**config.mk**
```make
export PLATFORM = sky130hd
export DESIGN_NAME = grid_itinerary_text_parser_unit
export DESIGN_NICKNAME = d
export VERILOG_FILES = /design/src/rtl/gitp_pkg.sv /design/src/rtl/gitp_core.sv /design/src/rtl/gitp_rbuf.sv /design/src/rtl/grid_itinerary_text_parser_unit.sv
export SDC_FILE = /design/constraint.sdc
export NUM_CORES = 1
export LEC_CHECK = 0
export BUFFER_PORTS_ARGS = -buffer_cell sky130_fd_sc_hd__buf_4
export CAP_MARGIN = 20
export CORE_ASPECT_RATIO = 1.1
export CORE_MARGIN = 1
export CORE_UTILIZATION = 40
export DETAILED_ROUTE_END_ITERATION = 10
export PLACE_DENSITY = 0.66
export SLEW_MARGIN = 20
export SYNTH_ARGS = -nofsm -noshare
export SYNTH_HDL_FRONTEND = slang
export SYNTH_HIERARCHICAL = 1
export SYNTH_SLANG_ARGS = --single-unit
```
**constraint.sdc**
```tcl
create_clock -name aclk -period 9.9 [get_ports aclk]
set_clock_uncertainty 0.15 [all_clocks]
set_input_delay 0.99 -clock aclk [delete_from_list [all_inputs] [get_ports aclk]]
set_output_delay 0.99 -clock aclk [all_outputs]
set_load 0.005 [all_outputs]
```
**src/rtl/gitp_pkg.sv**
```systemverilog
// Shared types and constants for the grid itinerary text parser.
// Used by gitp_core, gitp_rbuf and grid_itinerary_text_parser_unit; no dependencies.
package gitp_pkg;

    // Parser phases
    typedef enum logic [3:0] {
        PH_LEAD,
        PH_ROW_WS,
        PH_ROW_LAST,
        PH_ROW_FIRST,
        PH_COL_WS,
        PH_POST,
        PH_SEP,
        PH_T_WS,
        PH_TIME,
        PH_DISCARD
    } phase_t;

    // Record kinds
    localparam logic [1:0] KIND_START    = 2'd0;
    localparam logic [1:0] KIND_WAYPOINT = 2'd1;
    localparam logic [1:0] KIND_DONE     = 2'd2;
    localparam logic [1:0] KIND_ERROR    = 2'd3;

    // Error codes
    localparam logic [2:0] ERR_UNEXP_END = 3'd0;
    localparam logic [2:0] ERR_EXP_NUM   = 3'd1;
    localparam logic [2:0] ERR_HEADING   = 3'd2;
    localparam logic [2:0] ERR_LETTER    = 3'd3;
    localparam logic [2:0] ERR_COL_RANGE = 3'd4;
    localparam logic [2:0] ERR_ROW_RANGE = 3'd5;
    localparam logic [2:0] ERR_EXP_T     = 3'd6;
    localparam logic [2:0] ERR_EXP_WS    = 3'd7;

    // Headings
    localparam logic [1:0] HEAD_N = 2'd0;
    localparam logic [1:0] HEAD_E = 2'd1;
    localparam logic [1:0] HEAD_S = 2'd2;
    localparam logic [1:0] HEAD_W = 2'd3;

    // Characters (lower case; upper case folds by setting bit 5)
    localparam logic [7:0] CH_NUL   = 8'h00;
    localparam logic [7:0] CH_SPACE = 8'h20;
    localparam logic [7:0] CH_TAB   = 8'h09;
    localparam logic [7:0] CH_CR    = 8'h0D;
    localparam logic [7:0] CH_0     = 8'h30;
    localparam logic [7:0] CH_9     = 8'h39;
    localparam logic [7:0] CH_LA    = 8'h61;
    localparam logic [7:0] CH_LZ    = 8'h7A;
    localparam logic [7:0] CH_UA    = 8'h41;
    localparam logic [7:0] CH_UZ    = 8'h5A;
    localparam logic [7:0] CH_CASE  = 8'h20;
    localparam logic [7:0] CH_T     = 8'h74;
    localparam logic [7:0] CH_N     = 8'h6E;
    localparam logic [7:0] CH_E     = 8'h65;
    localparam logic [7:0] CH_S     = 8'h73;
    localparam logic [7:0] CH_W     = 8'h77;

    // Result buffer depth
    localparam int RB_DEPTH = 4;

    // One result record
    typedef struct packed {
        logic [1:0]  kind;
        logic [3:0]  col;
        logic [3:0]  row;
        logic        col_lead;
        logic [1:0]  heading;
        logic [15:0] time_res;
        logic [2:0]  error_code;
        logic        last;
    } res_t;

    // Records produced by one character: count and up to two records
    typedef struct packed {
        logic [1:0] n;
        res_t       r0;
        res_t       r1;
    } push_t;

endpackage

```
**src/rtl/gitp_core.sv**
```systemverilog
// Parse state and per-character step of the itinerary parser, in up to two passes.
// Depends on gitp_pkg for phases, codes and record types.
module gitp_core
    import gitp_pkg::*;
#(
    parameter int TIME_BITS = 16,
    parameter int GRID_SIZE = 9
) (
    input  logic       aclk,
    input  logic       aresetn,
    input  logic       step_en,
    input  logic [7:0] ch,
    output push_t      push
);

    localparam int TB = TIME_BITS;
    localparam int CW = (GRID_SIZE > 1) ? $clog2(GRID_SIZE) : 1;

    typedef struct packed {
        phase_t        phase;
        logic [TB-1:0] acc;
        logic [CW-1:0] col;
        logic [CW-1:0] row;
        logic          cf;
        logic          in_start;
    } st_t;

    st_t state_reg, state_next;

    // One pass of the grammar over a character; again asks for a second pass
    function automatic void parse_pass(input st_t s, input logic [7:0] c, output st_t n,
                                       output logic emit, output res_t r,
                                       output logic again);
        logic          sp, dg, lo, up, lt, zero, do_fail, let_ok, row_in;
        logic [2:0]    code;
        logic [7:0]    lp, lc;
        logic [3:0]    dv;
        logic [TB-1:0] acc_dig;
        sp      = (c == CH_SPACE) || ((c >= CH_TAB) && (c <= CH_CR));
        dg      = (c >= CH_0) && (c <= CH_9);
        lo      = (c >= CH_LA) && (c <= CH_LZ);
        up      = (c >= CH_UA) && (c <= CH_UZ);
        lt      = lo || up;
        zero    = (c == CH_NUL);
        lc      = c | CH_CASE;
        dv      = 4'(c - CH_0);
        acc_dig = (s.acc << 3) + (s.acc << 1) + TB'(dv);
        lp      = lo ? (c - CH_LA) : (c - CH_UA);
        let_ok  = lp < 8'(GRID_SIZE);
        row_in  = (s.acc != '0) && (s.acc <= TB'(GRID_SIZE));
        n       = s;
        emit    = 1'b0;
        r       = '0;
        again   = 1'b0;
        do_fail = 1'b0;
        code    = ERR_UNEXP_END;

        unique case (s.phase)
            PH_ROW_WS, PH_T_WS: begin
                if (zero) begin
                    do_fail = 1'b1;
                    code    = ERR_UNEXP_END;
                end else if (sp) begin
                end else if (dg) begin
                    n.acc   = TB'(dv);
                    n.phase = (s.phase == PH_ROW_WS) ? PH_ROW_LAST : PH_TIME;
                end else begin
                    do_fail = 1'b1;
                    code    = ERR_EXP_NUM;
                end
            end
            PH_ROW_LAST, PH_ROW_FIRST: begin
                if (dg) begin
                    n.acc = acc_dig;
                end else if (!row_in) begin
                    do_fail = 1'b1;
                    code    = ERR_ROW_RANGE;
                end else begin
                    n.row   = CW'(s.acc - TB'(1));
                    n.phase = (s.phase == PH_ROW_LAST) ? PH_POST : PH_COL_WS;
                    again   = 1'b1;
                end
            end
            PH_COL_WS: begin
                if (zero) begin
                    do_fail = 1'b1;
                    code    = ERR_UNEXP_END;
                end else if (sp) begin
                end else if (!lt) begin
                    do_fail = 1'b1;
                    code    = ERR_LETTER;
                end else if (!let_ok) begin
                    do_fail = 1'b1;
                    code    = ERR_COL_RANGE;
                end else begin
                    n.col   = CW'(lp);
                    n.phase = PH_POST;
                end
            end
            PH_POST: begin
                if (zero) begin
                    do_fail = 1'b1;
                    code    = ERR_UNEXP_END;
                end else if (sp) begin
                end else if (s.in_start) begin
                    r.kind      = KIND_START;
                    r.col       = 4'(s.col);
                    r.row       = 4'(s.row);
                    r.col_lead  = s.cf;
                    emit        = 1'b1;
                    n.in_start  = 1'b0;
                    n.phase     = PH_SEP;
                    unique case (lc)
                        CH_N:    r.heading = HEAD_N;
                        CH_E:    r.heading = HEAD_E;
                        CH_S:    r.heading = HEAD_S;
                        CH_W:    r.heading = HEAD_W;
                        default: begin
                            r        = '0;
                            emit     = 1'b0;
                            n        = s;
                            do_fail  = 1'b1;
                            code     = ERR_HEADING;
                        end
                    endcase
                end else if (lc == CH_T) begin
                    n.phase = PH_T_WS;
                end else begin
                    do_fail = 1'b1;
                    code    = ERR_EXP_T;
                end
            end
            PH_SEP: begin
                if (zero) begin
                    r.kind     = KIND_DONE;
                    emit       = 1'b1;
                    n.phase    = PH_LEAD;
                    n.in_start = 1'b1;
                    n.acc      = '0;
                end else if (sp) begin
                    n.phase = PH_LEAD;
                end else begin
                    do_fail = 1'b1;
                    code    = ERR_EXP_WS;
                end
            end
            PH_TIME: begin
                if (dg) begin
                    n.acc = acc_dig;
                end else begin
                    r.kind      = KIND_WAYPOINT;
                    r.col       = 4'(s.col);
                    r.row       = 4'(s.row);
                    r.col_lead  = s.cf;
                    r.time_res  = 16'(s.acc);
                    emit        = 1'b1;
                    n.phase     = PH_SEP;
                    again       = 1'b1;
                end
            end
            PH_DISCARD: begin
                if (zero) begin
                    n.phase    = PH_LEAD;
                    n.in_start = 1'b1;
                    n.acc      = '0;
                end
            end
            default: begin
                // start of a cell, or of a text
                if (zero) begin
                    if (s.in_start) begin
                        do_fail = 1'b1;
                        code    = ERR_UNEXP_END;
                    end else begin
                        r.kind     = KIND_DONE;
                        emit       = 1'b1;
                        n.phase    = PH_LEAD;
                        n.in_start = 1'b1;
                        n.acc      = '0;
                    end
                end else if (sp) begin
                    n.phase = PH_LEAD;
                end else if (lt) begin
                    n.cf = 1'b1;
                    if (let_ok) begin
                        n.col   = CW'(lp);
                        n.phase = PH_ROW_WS;
                    end else begin
                        do_fail = 1'b1;
                        code    = ERR_COL_RANGE;
                    end
                end else if (dg) begin
                    n.cf    = 1'b0;
                    n.acc   = TB'(dv);
                    n.phase = PH_ROW_FIRST;
                end else begin
                    n.cf    = 1'b0;
                    do_fail = 1'b1;
                    code    = ERR_EXP_NUM;
                end
            end
        endcase

        // error record; the zero byte starts a new text, anything else discards
        if (do_fail) begin
            r            = '0;
            r.kind       = KIND_ERROR;
            r.error_code = code;
            emit         = 1'b1;
            if (zero) begin
                n.phase    = PH_LEAD;
                n.in_start = 1'b1;
                n.acc      = '0;
            end else begin
                n.phase = PH_DISCARD;
            end
        end
    endfunction

    st_t  st1, st2;
    logic e1, e2, a1, a2;
    res_t r1, r2;

    // Two chained passes: a number ends at a non-digit that the next phase then reads
    always_comb begin
        parse_pass(state_reg, ch, st1, e1, r1, a1);
        parse_pass(st1, ch, st2, e2, r2, a2);
        if (!a1) begin
            st2 = st1;
            e2  = 1'b0;
            r2  = '0;
        end
        state_next = step_en ? st2 : state_reg;
    end

    // Pack the records for the result buffer and flag the last one
    always_comb begin
        push    = '0;
        push.r0 = e1 ? r1 : r2;
        push.r1 = r2;
        if (step_en) begin
            push.n = {1'b0, e1} + {1'b0, e2};
        end
        if (e1 && e2) begin
            push.r1.last = 1'b1;
        end else begin
            push.r0.last = 1'b1;
        end
    end

    // Parse state
    always_ff @(posedge aclk) begin
        if (!aresetn) begin
            state_reg.phase    <= PH_LEAD;
            state_reg.acc      <= '0;
            state_reg.col      <= '0;
            state_reg.row      <= '0;
            state_reg.cf       <= 1'b0;
            state_reg.in_start <= 1'b1;
        end else begin
            state_reg <= state_next;
        end
    end

endmodule

```
**src/rtl/gitp_rbuf.sv**
```systemverilog
// Result buffer: small queue taking up to two records per cycle, one out.
// Depends on gitp_pkg for res_t, push_t and RB_DEPTH.
module gitp_rbuf
    import gitp_pkg::*;
(
    input  logic  aclk,
    input  logic  aresetn,
    input  push_t push,
    output logic  room,
    output logic  m_valid,
    input  logic  m_ready,
    output res_t  m_res
);

    localparam int AW = $clog2(RB_DEPTH);

    res_t            mem_reg [RB_DEPTH];
    logic [AW-1:0]   wr_ptr_reg, wr_ptr_next;
    logic [AW-1:0]   rd_ptr_reg, rd_ptr_next;
    logic [AW:0]     count_reg, count_next;
    logic            pop;

    // Flags and pointers
    assign m_valid     = (count_reg != '0);
    assign m_res       = mem_reg[rd_ptr_reg];
    assign pop         = m_valid && m_ready;
    assign room        = count_reg <= (AW+1)'(RB_DEPTH - 2);
    assign wr_ptr_next = wr_ptr_reg + AW'(push.n);
    assign rd_ptr_next = rd_ptr_reg + AW'(pop);
    assign count_next  = count_reg + (AW+1)'(push.n) - (AW+1)'(pop);

    always_ff @(posedge aclk) begin
        if (!aresetn) begin
            wr_ptr_reg <= '0;
            rd_ptr_reg <= '0;
            count_reg  <= '0;
        end else begin
            wr_ptr_reg <= wr_ptr_next;
            rd_ptr_reg <= rd_ptr_next;
            count_reg  <= count_next;
        end
    end

    // Record storage
    always_ff @(posedge aclk) begin
        if (push.n != 2'd0) begin
            mem_reg[wr_ptr_reg] <= push.r0;
        end
        if (push.n == 2'd2) begin
            mem_reg[wr_ptr_reg + AW'(1)] <= push.r1;
        end
    end

endmodule

```
**src/rtl/grid_itinerary_text_parser_unit.sv**
```systemverilog
// Grid itinerary text parser: one ASCII character per request in, records out.
// A character waits in the input register until the buffer has room for two records;
// Throughput: one character per cycle while there is room; a character giving two
// records (a waypoint closed by done or an error) is absorbed by a four-entry buffer.
// Reset (aresetn, synchronous, active low): parser back to start of text, buffer empty.
// Depends on gitp_pkg, gitp_core and gitp_rbuf.
module grid_itinerary_text_parser_unit
    import gitp_pkg::*;
#(
    parameter int TIME_BITS = 16,
    parameter int GRID_SIZE = 9
) (
    input  logic        aclk,
    input  logic        aresetn,
    input  logic        s_valid,
    output logic        s_ready,
    input  logic [7:0]  s_ch,
    output logic        m_valid,
    input  logic        m_ready,
    output logic [1:0]  m_kind,
    output logic [3:0]  m_col,
    output logic [3:0]  m_row,
    output logic        m_col_lead,
    output logic [1:0]  m_heading,
    output logic [15:0] m_time_res,
    output logic [2:0]  m_error_code,
    output logic        m_last
);

    logic       in_valid_reg;
    logic [7:0] ch_reg;
    logic       room;
    logic       step_en;
    push_t      push;
    res_t       m_res;

    // Input register; the character is parsed once the buffer has room for two
    assign step_en = in_valid_reg && room;
    assign s_ready = !in_valid_reg || step_en;

    always_ff @(posedge aclk) begin
        if (!aresetn) begin
            in_valid_reg <= 1'b0;
        end else if (s_valid && s_ready) begin
            in_valid_reg <= 1'b1;
        end else if (step_en) begin
            in_valid_reg <= 1'b0;
        end
    end

    always_ff @(posedge aclk) begin
        if (s_valid && s_ready) begin
            ch_reg <= s_ch;
        end
    end

    gitp_core #(
        .TIME_BITS (TIME_BITS),
        .GRID_SIZE (GRID_SIZE)
    ) u_core (
        .aclk    (aclk),
        .aresetn (aresetn),
        .step_en (step_en),
        .ch      (ch_reg),
        .push    (push)
    );

    gitp_rbuf u_rbuf (
        .aclk    (aclk),
        .aresetn (aresetn),
        .push    (push),
        .room    (room),
        .m_valid (m_valid),
        .m_ready (m_ready),
        .m_res   (m_res)
    );

    // Result fields
    assign m_kind       = m_res.kind;
    assign m_col        = m_res.col;
    assign m_row        = m_res.row;
    assign m_col_lead   = m_res.col_lead;
    assign m_heading    = m_res.heading;
    assign m_time_res   = m_res.time_res;
    assign m_error_code = m_res.error_code;
    assign m_last       = m_res.last;

    // A held character is not dropped while the buffer is full
    a_hold_char: assert property (@(posedge aclk) disable iff (!aresetn)
        in_valid_reg && !room |=> in_valid_reg && $stable(ch_reg))
        else $error("held character lost while buffer full");

    // Only the final record of a character carries last
    a_last_flag: assert property (@(posedge aclk) disable iff (!aresetn)
        push.n == 2'd2 |-> !push.r0.last && push.r1.last)
        else $error("last flag misplaced on a two-record character");

    // Pushed records are visible on the output in the next cycle
    a_push_vis: assert property (@(posedge aclk) disable iff (!aresetn)
        push.n != 2'd0 |=> m_valid)
        else $error("pushed record not presented");

    // No record is produced without a character being parsed
    a_no_spur: assert property (@(posedge aclk) disable iff (!aresetn)
        !step_en |-> push.n == 2'd0)
        else $error("record produced without a character");

endmodule
```
==> metrics.cfg, run 1 <==
[cts]
cts_buffers=17
clock_path_buffers=2
tritoncts=built
cts_resized=0
clk_pin_slew_ns=0.07
htreeDepth=4
ctsHoldBuffers=0
cts_setup_buffers=0
clock_latency_ns=0.44
cts_num_sinks=178
ctsRootBufferMaster=clkbuf_16

[pwr]
p_sw_frac=0.3160
pwr_density_cell_mw_per_mm2=181.7
fin_total_pwr_mw=2.360
power.internal_mw=1.615
p_leak_nw=4.918
ir_drop_mv=0.09807
p_comb_frac=0.309
switchingPower_mw=0.7459
p_seq_frac=0.384
clock_power_share=0.308

[critical_path]
endpoint_kind=flip-flop
path_max_fanout=25
crit_arrival_ns=6.95
r2r_slack_ns=2.99
critPathKind=flip-flop to flip-flop
r2r.worst_path.cells=18
reg2reg_from=ch_reg[0]$_DFFE_PP_
crit_path_start_kind=flip-flop
critPathRequiredTime_ns=9.94
r2r-end=u_rbuf/mem_reg[3][14]$_DFFE_PP_

[global_routing]
overflow=0
antenna_found_initial=0
grt_pass1_vias=8391
grt_max_degree=37
grt_pass1_wl_um=48420
grt_use_total=0.2084

[layout]
largest_reg_flops=132
final_util=0.4513
n_antenna_cell=0
final_common_cell=edfxtp_1
drive_gt1_frac=0.2884
area_delta_synth_final_pct=10.30
layout.nets=1093
final_cell_mix=edfxtp_1 (140), mux2_2 (131), nor2_1 (80), buf_4 (66), nand2_1 (57)

[synthesis]
synth_seq_cells=178
ys_types=100
ys_seq_area_frac=0.4215
syn-mean-instance-area_sq_um=11.55
synth_edf_count=140
synthFlopType=edfxtp_1
netlist_area_sq_mm=0.01178
syn_inst=1020
async_reset_ff_frac=0
ys_warn_count=6

[die]
ios=47
core-area_sq_mm=0.02879
die_area_sq_mm=0.03014
initial_core_util=0.4091
die_h_um=182.0
core.rowCount=65
fp.dieW_um=165.6

[placement]
numPortBuffers=46
routabilityCongestion=0.9446
dp_hpwl_um=21500
place_ws_ns=2.985

[sta]
period_needed_ns=6.913
rsz0062_at_grt=no
fmax_mhz=144.7
setup_ws_ns=2.987
hold_violations=0
holdWs_ns=0.3472
relSlewSlack=0.3022
worstMarginPinSlew_ns=1.033
setup_viol=0
fin_tns_setup_ns=0
drv_slew=0
fin_crit_sh=0.6983

[routing]
vias=8460
wl_per_cell_um=21.76
drc=12
avgViaCountPerCell=5.949
finalWirelength_um=30940
antenna_left=0
drt_pre_antenna_iters=8
drt_iter0_drc=781

[min_path]
worstHoldPathCells=2
worst_hold_path.endpoint=in_valid_reg$_SDFFE_PN0P_
hold_class=flip-flop to flip-flop
hold_path.startpoint=in_valid_reg$_SDFFE_PN0P_

[run]
drv_cap=0

[status]
violations=DRC
outcome=complete, but fails checks

-- worst max path at each step --
stage / slack [ns] / depth (start not counted) / end / startpoint
5_1_grt: 2.58 / 18 / u_rbuf/mem_reg[3][4]$_DFFE_PP_ / ch_reg[0]$_DFFE_PP_
6_report: 2.99 / 18 / u_rbuf/mem_reg[3][14]$_DFFE_PP_ / ch_reg[0]$_DFFE_PP_
3_3_place_gp: 3.08 / 18 / u_rbuf/mem_reg[3][9]$_DFFE_PP_ / ch_reg[0]$_DFFE_PP_
2_1_floorplan: 2.67 / 18 / u_rbuf/mem_reg[0][0]$_DFFE_PP_ / ch_reg[0]$_DFFE_PP_
3_5_place_dp: 2.99 / 18 / u_rbuf/mem_reg[3][10]$_DFFE_PP_ / ch_reg[0]$_DFFE_PP_
4_1_cts: 2.95 / 18 / u_rbuf/mem_reg[3][14]$_DFFE_PP_ / ch_reg[1]$_DFFE_PP_
-- cells by family after synthesis --
logic type      count (synthesis)  share of synthesized area
simple gates                  264                     0.1192
xor+xnor                       19                    0.01646
other cells                     1                  0.0003184
buf+inv                       110                    0.05131
fa+ha+maj                      40                    0.04440
mux                           180                     0.2026
compound gates                228                     0.1443
flops                         178                     0.4215
-- critical path: stages (launching register included) --
cell and delay [ns]:
edfxtp_1 0.55, inv_1 0.14, ha_1 0.27, or4b_4 0.55, nor3_4 0.35, nor2_1 0.10
buf_4 0.21, a22o_1 0.30, a221o_1 0.47, nand2_1 0.43, o41ai_2 0.19, nor4_4 0.58
a21boi_1 0.28, a21oi_1 0.09, ha_1 0.28, and2_1 0.26, and4bb_1 0.59, buf_4 0.44
mux2_2 0.39
-- area by class of cell --
class / instances / area (sq um)
Multi-Input combinational cell: 747 / 6310
Fill cell: 2678 / 15800
Inverter: 30 / 112.6
Tap cell: 368 / 460.4
Clock buffer: 19 / 432.9
Timing Repair Buffer: 67 / 515.5
Sequential cell: 178 / 4966
Clock inverter: 13 / 195.2
-- layer usage --
metal | track usage | vias up | routed length, um
li1 | - | 3930 | -
met1 | 0.2705 | 4187 | 13400
met2 | 0.3431 | 285 | 14900
met3 | 0.03662 | 58 | 1736
met4 | 0.08860 | 0 | 902
met5 | 0 | - | 0
-- power groups by stage --
stage / registers (mW) / clock network (mW) / logic [mW]
after floorplan: 0.897 / 0 / 0.516
after global placement: 0.919 / 0 / 0.730
after detailed placement: 0.921 / 0 / 0.726
after CTS: 0.905 / 0.739 / 0.729
after global routing: 0.911 / 0.765 / 0.785
final: 0.906 / 0.726 / 0.729
-- synth_stat cells (all sizes together), types with 13 or more instances --
cell type | n | area, sq um
edfxtp | 140 | 4204
a21o | 13 | 97.59
a21oi | 47 | 239.0
o22ai | 14 | 93.84
dfxtp | 38 | 760.7
nor2b | 14 | 87.58
buf | 50 | 379.1
ha | 37 | 462.9
inv | 28 | 105.1
mux2 | 134 | 1513
mux2i | 13 | 130.1
nor3 | 22 | 126.4
and2 | 24 | 153.9
clkbuf | 30 | 112.6
o21ai | 42 | 217.7
nand2 | 57 | 214.0
nor2 | 82 | 307.8
mux4 | 33 | 743.2
-- through the flow --
step	instances	instance area, sq um
after floorplan	1035	11840
after global placement	1389	12340
after detailed placement	1390	12360
after CTS	1422	12990
after global routing	1422	12990
final	1422	12990
Power figures use the tool's default switching activity.
==> inputs of run 2 (changes only) <==
==> constraint.sdc (replaced) <==
create_clock -name aclk -period 6.39 [get_ports aclk]
set_clock_uncertainty 0.15 [all_clocks]
set_input_delay 0.639 -clock aclk [delete_from_list [all_inputs] [get_ports aclk]]
set_output_delay 0.639 -clock aclk [all_outputs]
set_load 0.005 [all_outputs]
==> run 2 against run 1 <==
Compared with the run above: the flow still finishes with violations (DRC); clock power grew 52%; flip-flop and latch count is the same; clock-buffer cell count shrank 1; cell count grew 2.0%; via count grew 2.4%; critical path depth grew 4; worst setup slack lost 2.5 ns; critical endpoint is now u_rbuf/count_reg[2]$_SDFF_PN0_; largest cell class unchanged; non-clock buffer count grew 31; first-iteration DRC count grew 26%; routed wire length grew 4.1%; final area grew 2.5%.
==> metrics.cfg, run 2 (synthesized netlist as in run 1, its figures left out) <==
[layout]
layoutNonFillerInstCount=1451
largest_reg_flops=132
drive_gt1_frac=0.3093
layout.nets=1124
final_cell_mix=edfxtp_1 (140), mux2_2 (131), buf_4 (89), nor2_1 (79), nand2_1 (57)
area_delta_synth_final_pct=13.02
final_util=0.4624
design_area_sq_mm=0.01331
n_antenna_cell=0
fill_cells=2661
final_common_cell=edfxtp_1

[pwr]
p_leak_nw=5.079
ir_drop_mv=0.1855
clock_power_share=0.297
switchingPower_mw=1.170
p_sw_frac=0.3149
pwr_density_cell_mw_per_mm2=279.0
power.internal_mw=2.545
p_seq_frac=0.373
fin_total_pwr_mw=3.714
p_comb_frac=0.330

[global_routing]
grt_pass1_vias=8713
overflow=0
grt_use_total=0.2188
grt_max_degree=36
antenna_found_initial=0
grt_pass1_wl_um=50930

[die]
fp.dieW_um=165.6
core-area_sq_mm=0.02879
die_area_sq_mm=0.03014
ios=47
die_h_um=182.0
core.rowCount=65
initial_core_util=0.4091

[status]
violations=DRC
outcome=complete, but fails checks

[critical_path]
crit_path_cell_trace=inv_1 > ha_1 > or4b_4 > or4_1 > buf_4 > mux2i_1 > o21a_1 > o21a_1 > nand2_1 > o41ai_2 > nor4_4 > a21boi_1 > a21oi_1 > ha_1 > inv_1 > nor2_4 > inv_1 > ha_1 > inv_1 > fa_1 > xnor3_1 > nor2b_1
slowest_stage=or4b_4
critPathKind=flip-flop to flip-flop
crit_path_start_kind=flip-flop
path_max_fanout=10
endpoint_kind=flip-flop
max_stage_delay_ns=0.56
crit_arrival_ns=6.11
critPathRequiredTime_ns=6.62
cp_common_cell=inv_1

[placement]
placed_area_sq_mm=0.01265
dp_hpwl_um=22480
place_inst=1418
place_ws_ns=0.2027
numPortBuffers=46
routabilityCongestion=0.9963

[sta]
setup_ws_ns=0.5051
rsz0062_at_grt=no
drv_slew=0
hold_violations=0
fin_tns_setup_ns=0
fin_crit_sh=0.9209
period_needed_ns=5.885
setup_viol=0
worstMarginPinSlew_ns=0.8008
holdWs_ns=0.2231
fmax_mhz=169.9
relSlewSlack=0.4628

[cts]
ctsRootBufferMaster=clkbuf_16
cts_num_sinks=178
clock_latency_ns=0.44
clk_pin_slew_ns=0.06
htreeDepth=4
cts_buffers=17
clock_path_buffers=2
ctsHoldBuffers=0
tritoncts=built

[min_path]
hold_class=primary input to flip-flop

[routing]
vias=8659
drt_pre_antenna_iters=10
drc=12
finalWirelength_um=32200
avgViaCountPerCell=5.968
antenna_left=0
wl_per_cell_um=22.19
drt_iter0_drc=985

[run]
drv_cap=0

run 2: layout make-up:
| type | instances | area (sq um) | share of cell area |
|---|---|---|---|
| sequential | 178 | 4966 | 0.3730 |
| multi-input combinational | 747 | 6325 | 0.4751 |
| timing repair buffer | 98 | 839.6 | 0.06306 |
| clock buffer | 18 | 429.2 | 0.03224 |
| tap | 368 | 460.4 | 0.03459 |
| inverter | 30 | 112.6 | 0.008459 |
| clock inverter | 12 | 180.2 | 0.01353 |
run 2: path summary, 6_finish.rpt:
kind | start | endpoint | slack (ns) | cells past startpoint
setup / recovery | ch_reg[1]$_DFFE_PP_ | u_rbuf/count_reg[2]$_SDFF_PN0_ | 0.51 | 22
hold / removal | s_ch[7] | ch_reg[7]$_DFFE_PP_ | 0.22 | 1
setup reg to reg | ch_reg[1]$_DFFE_PP_ | u_rbuf/count_reg[2]$_SDFF_PN0_ | 0.51 | 22
hold reg to reg | u_rbuf/rd_ptr_reg[0]$_SDFF_PN0_ | u_rbuf/rd_ptr_reg[0]$_SDFF_PN0_ | 0.32 | 2
run 2: repair_timing:
item	4_1_cts	5_1_grt
endpoints found under the setup margin	0	201
buffers inserted	0	3
resized for setup	0	4
hold endpoints to repair	0	0
run 2: critical path, delay by kind of cell, from the launching register on:
kind	cells	cell delay (ns)
xor+xnor	1	0.34
flops	1	0.51
compound gates	5	1.23
buf+inv	5	0.65
fa+ha+maj	4	1.20
mux	1	0.13
simple gates	6	1.61
run 2: power by group through the flow:
stage / Combinational [mW] / Sequential, mW / Clock, mW
after floorplan: 0.800 / 1.39 / 0
after global placement: 1.21 / 1.41 / 0
after detailed placement: 1.20 / 1.41 / 0
after CTS: 1.21 / 1.39 / 1.12
after global routing: 1.31 / 1.39 / 1.16
final: 1.23 / 1.39 / 1.10
run 2: per-layer routing:
metal	up-vias	part of all wire	GRT usage
li1	3987	-	-
met1	4354	0.46	0.2922
met2	276	0.48	0.3722
met3	42	0.041	0.02463
met4	0	0.019	0.06804
met5	-	0	0
==> inputs of run 3 (changes only) <==
--- a/config.mk
+++ b/config.mk
@@ -6,9 +6,9 @@
 export NUM_CORES = 1
 export LEC_CHECK = 0
 export BUFFER_PORTS_ARGS = -buffer_cell sky130_fd_sc_hd__buf_4
-export CAP_MARGIN = 20
+export CAP_MARGIN = 0
 export CORE_ASPECT_RATIO = 1.1
-export CORE_MARGIN = 1
+export CORE_MARGIN = 10
 export CORE_UTILIZATION = 40
 export DETAILED_ROUTE_END_ITERATION = 10
 export PLACE_DENSITY = 0.66
==> run 3 against run 2 <==
Compared with the run above: the flow now finishes without violations; clock-buffer cell count unchanged; worst hold slack about the same; clock power decreased by 5%; cell count about the same; sequential share of layout area increased by 0.16 points; register-to-register slack got worse by 0.05 ns; critical path depth decreased by 3; die area increased by 22%; core utilization decreased by 0.33 points; critical endpoint is now u_rbuf/mem_reg[1][18]$_DFFE_PP_.
==> metrics.cfg, run 3 (synthesized netlist as in run 1, its figures left out) <==
[layout]
final_cell_mix=edfxtp_1 (140), mux2_2 (131), buf_4 (90), nor2_1 (80), nand2_1 (57)
area_delta_synth_final_pct=12.53
layout.nets=1124
drive_gt1_frac=0.3081
fill_cells=2604
final_common_cell=edfxtp_1
n_antenna_cell=0
multi_input_area_sq_mm=0.006310
largest_reg_flops=132
ff_latch_area_sq_mm=0.004966
final_util=0.4591

[run]
drv_cap=0

[pwr]
ir_drop_mv=0.2131
power.internal_mw=2.474
p_sw_frac=0.3232
clock_power_share=0.285
p_comb_frac=0.334
p_seq_frac=0.380
switchingPower_mw=1.182
pwr_density_cell_mw_per_mm2=275.8
p_leak_nw=5.058

[critical_path]
r2r.worst_path.cells=19
endpoint_kind=flip-flop
critPathKind=flip-flop to flip-flop
crit_path_start_kind=flip-flop
reg2reg_from=ch_reg[1]$_DFFE_PP_
path_max_fanout=33
crit_arrival_ns=5.99
critPathRequiredTime_ns=6.44
crit_start=ch_reg[1]$_DFFE_PP_
r2r-end=u_rbuf/mem_reg[1][18]$_DFFE_PP_
r2r_slack_ns=0.45

[routing]
drc=0
antenna_left=0
drt_pre_antenna_iters=5
avgViaCountPerCell=5.966
finalWirelength_um=31950
drt_iter0_drc=800
vias=8663
wl_per_cell_um=22.00

[status]
outcome=completed

[global_routing]
grt_use_total=0.1761
grt_pass1_wl_um=50700
overflow=0
grt_pass1_vias=8775
grt_max_degree=37
antenna_found_initial=0

[cts]
cts_buffers=17
ctsHoldBuffers=0
htreeDepth=4
ctsRootBufferMaster=clkbuf_16
cts_num_sinks=178
clk_pin_slew_ns=0.07
clock_path_buffers=2
tritoncts=built
clock_latency_ns=0.44

[sta]
setup_ws_ns=0.4503
worstMarginPinSlew_ns=0.9709
relSlewSlack=0.3459
rsz0062_at_grt=no
period_needed_ns=5.940
fin_tns_setup_ns=0
setup_viol=0
hold_violations=0
fin_crit_sh=0.9295
fmax_mhz=168.4
drv_slew=0

[die]
ios=47
die_h_um=200.0
initial_core_util=0.4080
fp.dieW_um=183.6
core-area_sq_mm=0.02887
die_area_sq_mm=0.03672
core.rowCount=65

[min_path]
hold_path.startpoint=s_ch[7]
worst_hold_path.endpoint=ch_reg[7]$_DFFE_PP_
hold_class=primary input to flip-flop
worstHoldPathCells=1

[placement]
numPortBuffers=46
dp_hpwl_um=22310
place_ws_ns=0.2664
routabilityCongestion=0.9836

## run 3: cell types whose count changed in the layout (fill, tap and decap cells not counted), sizes merged
| cell | previous run | this run |
|---|---|---|
| bufinv | 4 | 2 |
| clkinvlp | 2 | 3 |
| inv | 31 | 33 |
## run 3: power groups by stage
stage / Combinational [mW] / Clock (mW) / Sequential [mW]
CTS: 1.21 / 1.06 / 1.39
global route: 1.33 / 1.10 / 1.40
detailed placement: 1.20 / 0 / 1.41
global placement: 1.21 / 0 / 1.41
floorplan: 0.800 / 0 / 1.39
finish: 1.22 / 1.04 / 1.39
## run 3: area by class of cell
type,instances,area share
multi-input cells,747,0.4760
flip-flops and latches,178,0.3746
repair buffers,98,0.06239
well taps,368,0.03474
clock buffers,18,0.03238
clock inverters,13,0.01133
inverters,30,0.008495
## run 3: per-layer routing
layer	global-route usage	part of all wire	wire (um)
met1	0.2292	0.45	14250
met2	0.2861	0.47	15140
met3	0.02929	0.051	1622
met4	0.07260	0.029	931
met5	0	0	0
## run 3: per-stage QoR
stage	power [mW]	cells	instance area (sq um)	hold slack [ns]
after CTS	3.659	1450	13240	0.2077
final	3.656	1452	13260	0.2231
after global routing	3.830	1452	13260	0.2122
after global placement	2.622	1419	12660	0.3381
after floorplan	2.188	1035	11840	0.3177
after detailed placement	2.616	1419	12660	0.3411
## run 3: how the worst max path moves through the flow
stage | slack (ns) | endpoint | cells past startpoint
after floorplan | 0.03 | u_rbuf/mem_reg[0][0]$_DFFE_PP_ | 18
after global placement | 0.44 | u_rbuf/mem_reg[0][3]$_DFFE_PP_ | 18
after detailed placement | 0.27 | u_rbuf/mem_reg[0][24]$_DFFE_PP_ | 18
after CTS | 0.27 | u_rbuf/mem_reg[0][24]$_DFFE_PP_ | 18
after global routing | 0.02 | u_rbuf/count_reg[2]$_SDFF_PN0_ | 22
final | 0.45 | u_rbuf/mem_reg[1][18]$_DFFE_PP_ | 19
## run 3: timing repair
| item | CTS | global route |
|---|---|---|
| setup endpoints to repair | 0 | 118 |
| setup buffers | 0 | 2 |
| resized for setup | 0 | 1 |
## run 3: worst max-delay path, stage by stage, from the launching register on
cell and delay (ns):
edfxtp_1 0.50, inv_1 0.18, ha_1 0.29, or4b_4 0.55, nor3_4 0.15, nor2_1 0.20
buf_4 0.21, a22o_1 0.29, a221o_1 0.41, o221ai_1 0.28, a311oi_2 0.19, nor4_4 0.31
a21boi_1 0.23, a21oi_1 0.09, ha_1 0.28, and2_1 0.25, buf_4 0.18, nor4b_4 0.26
buf_12 0.28, mux2_2 0.38
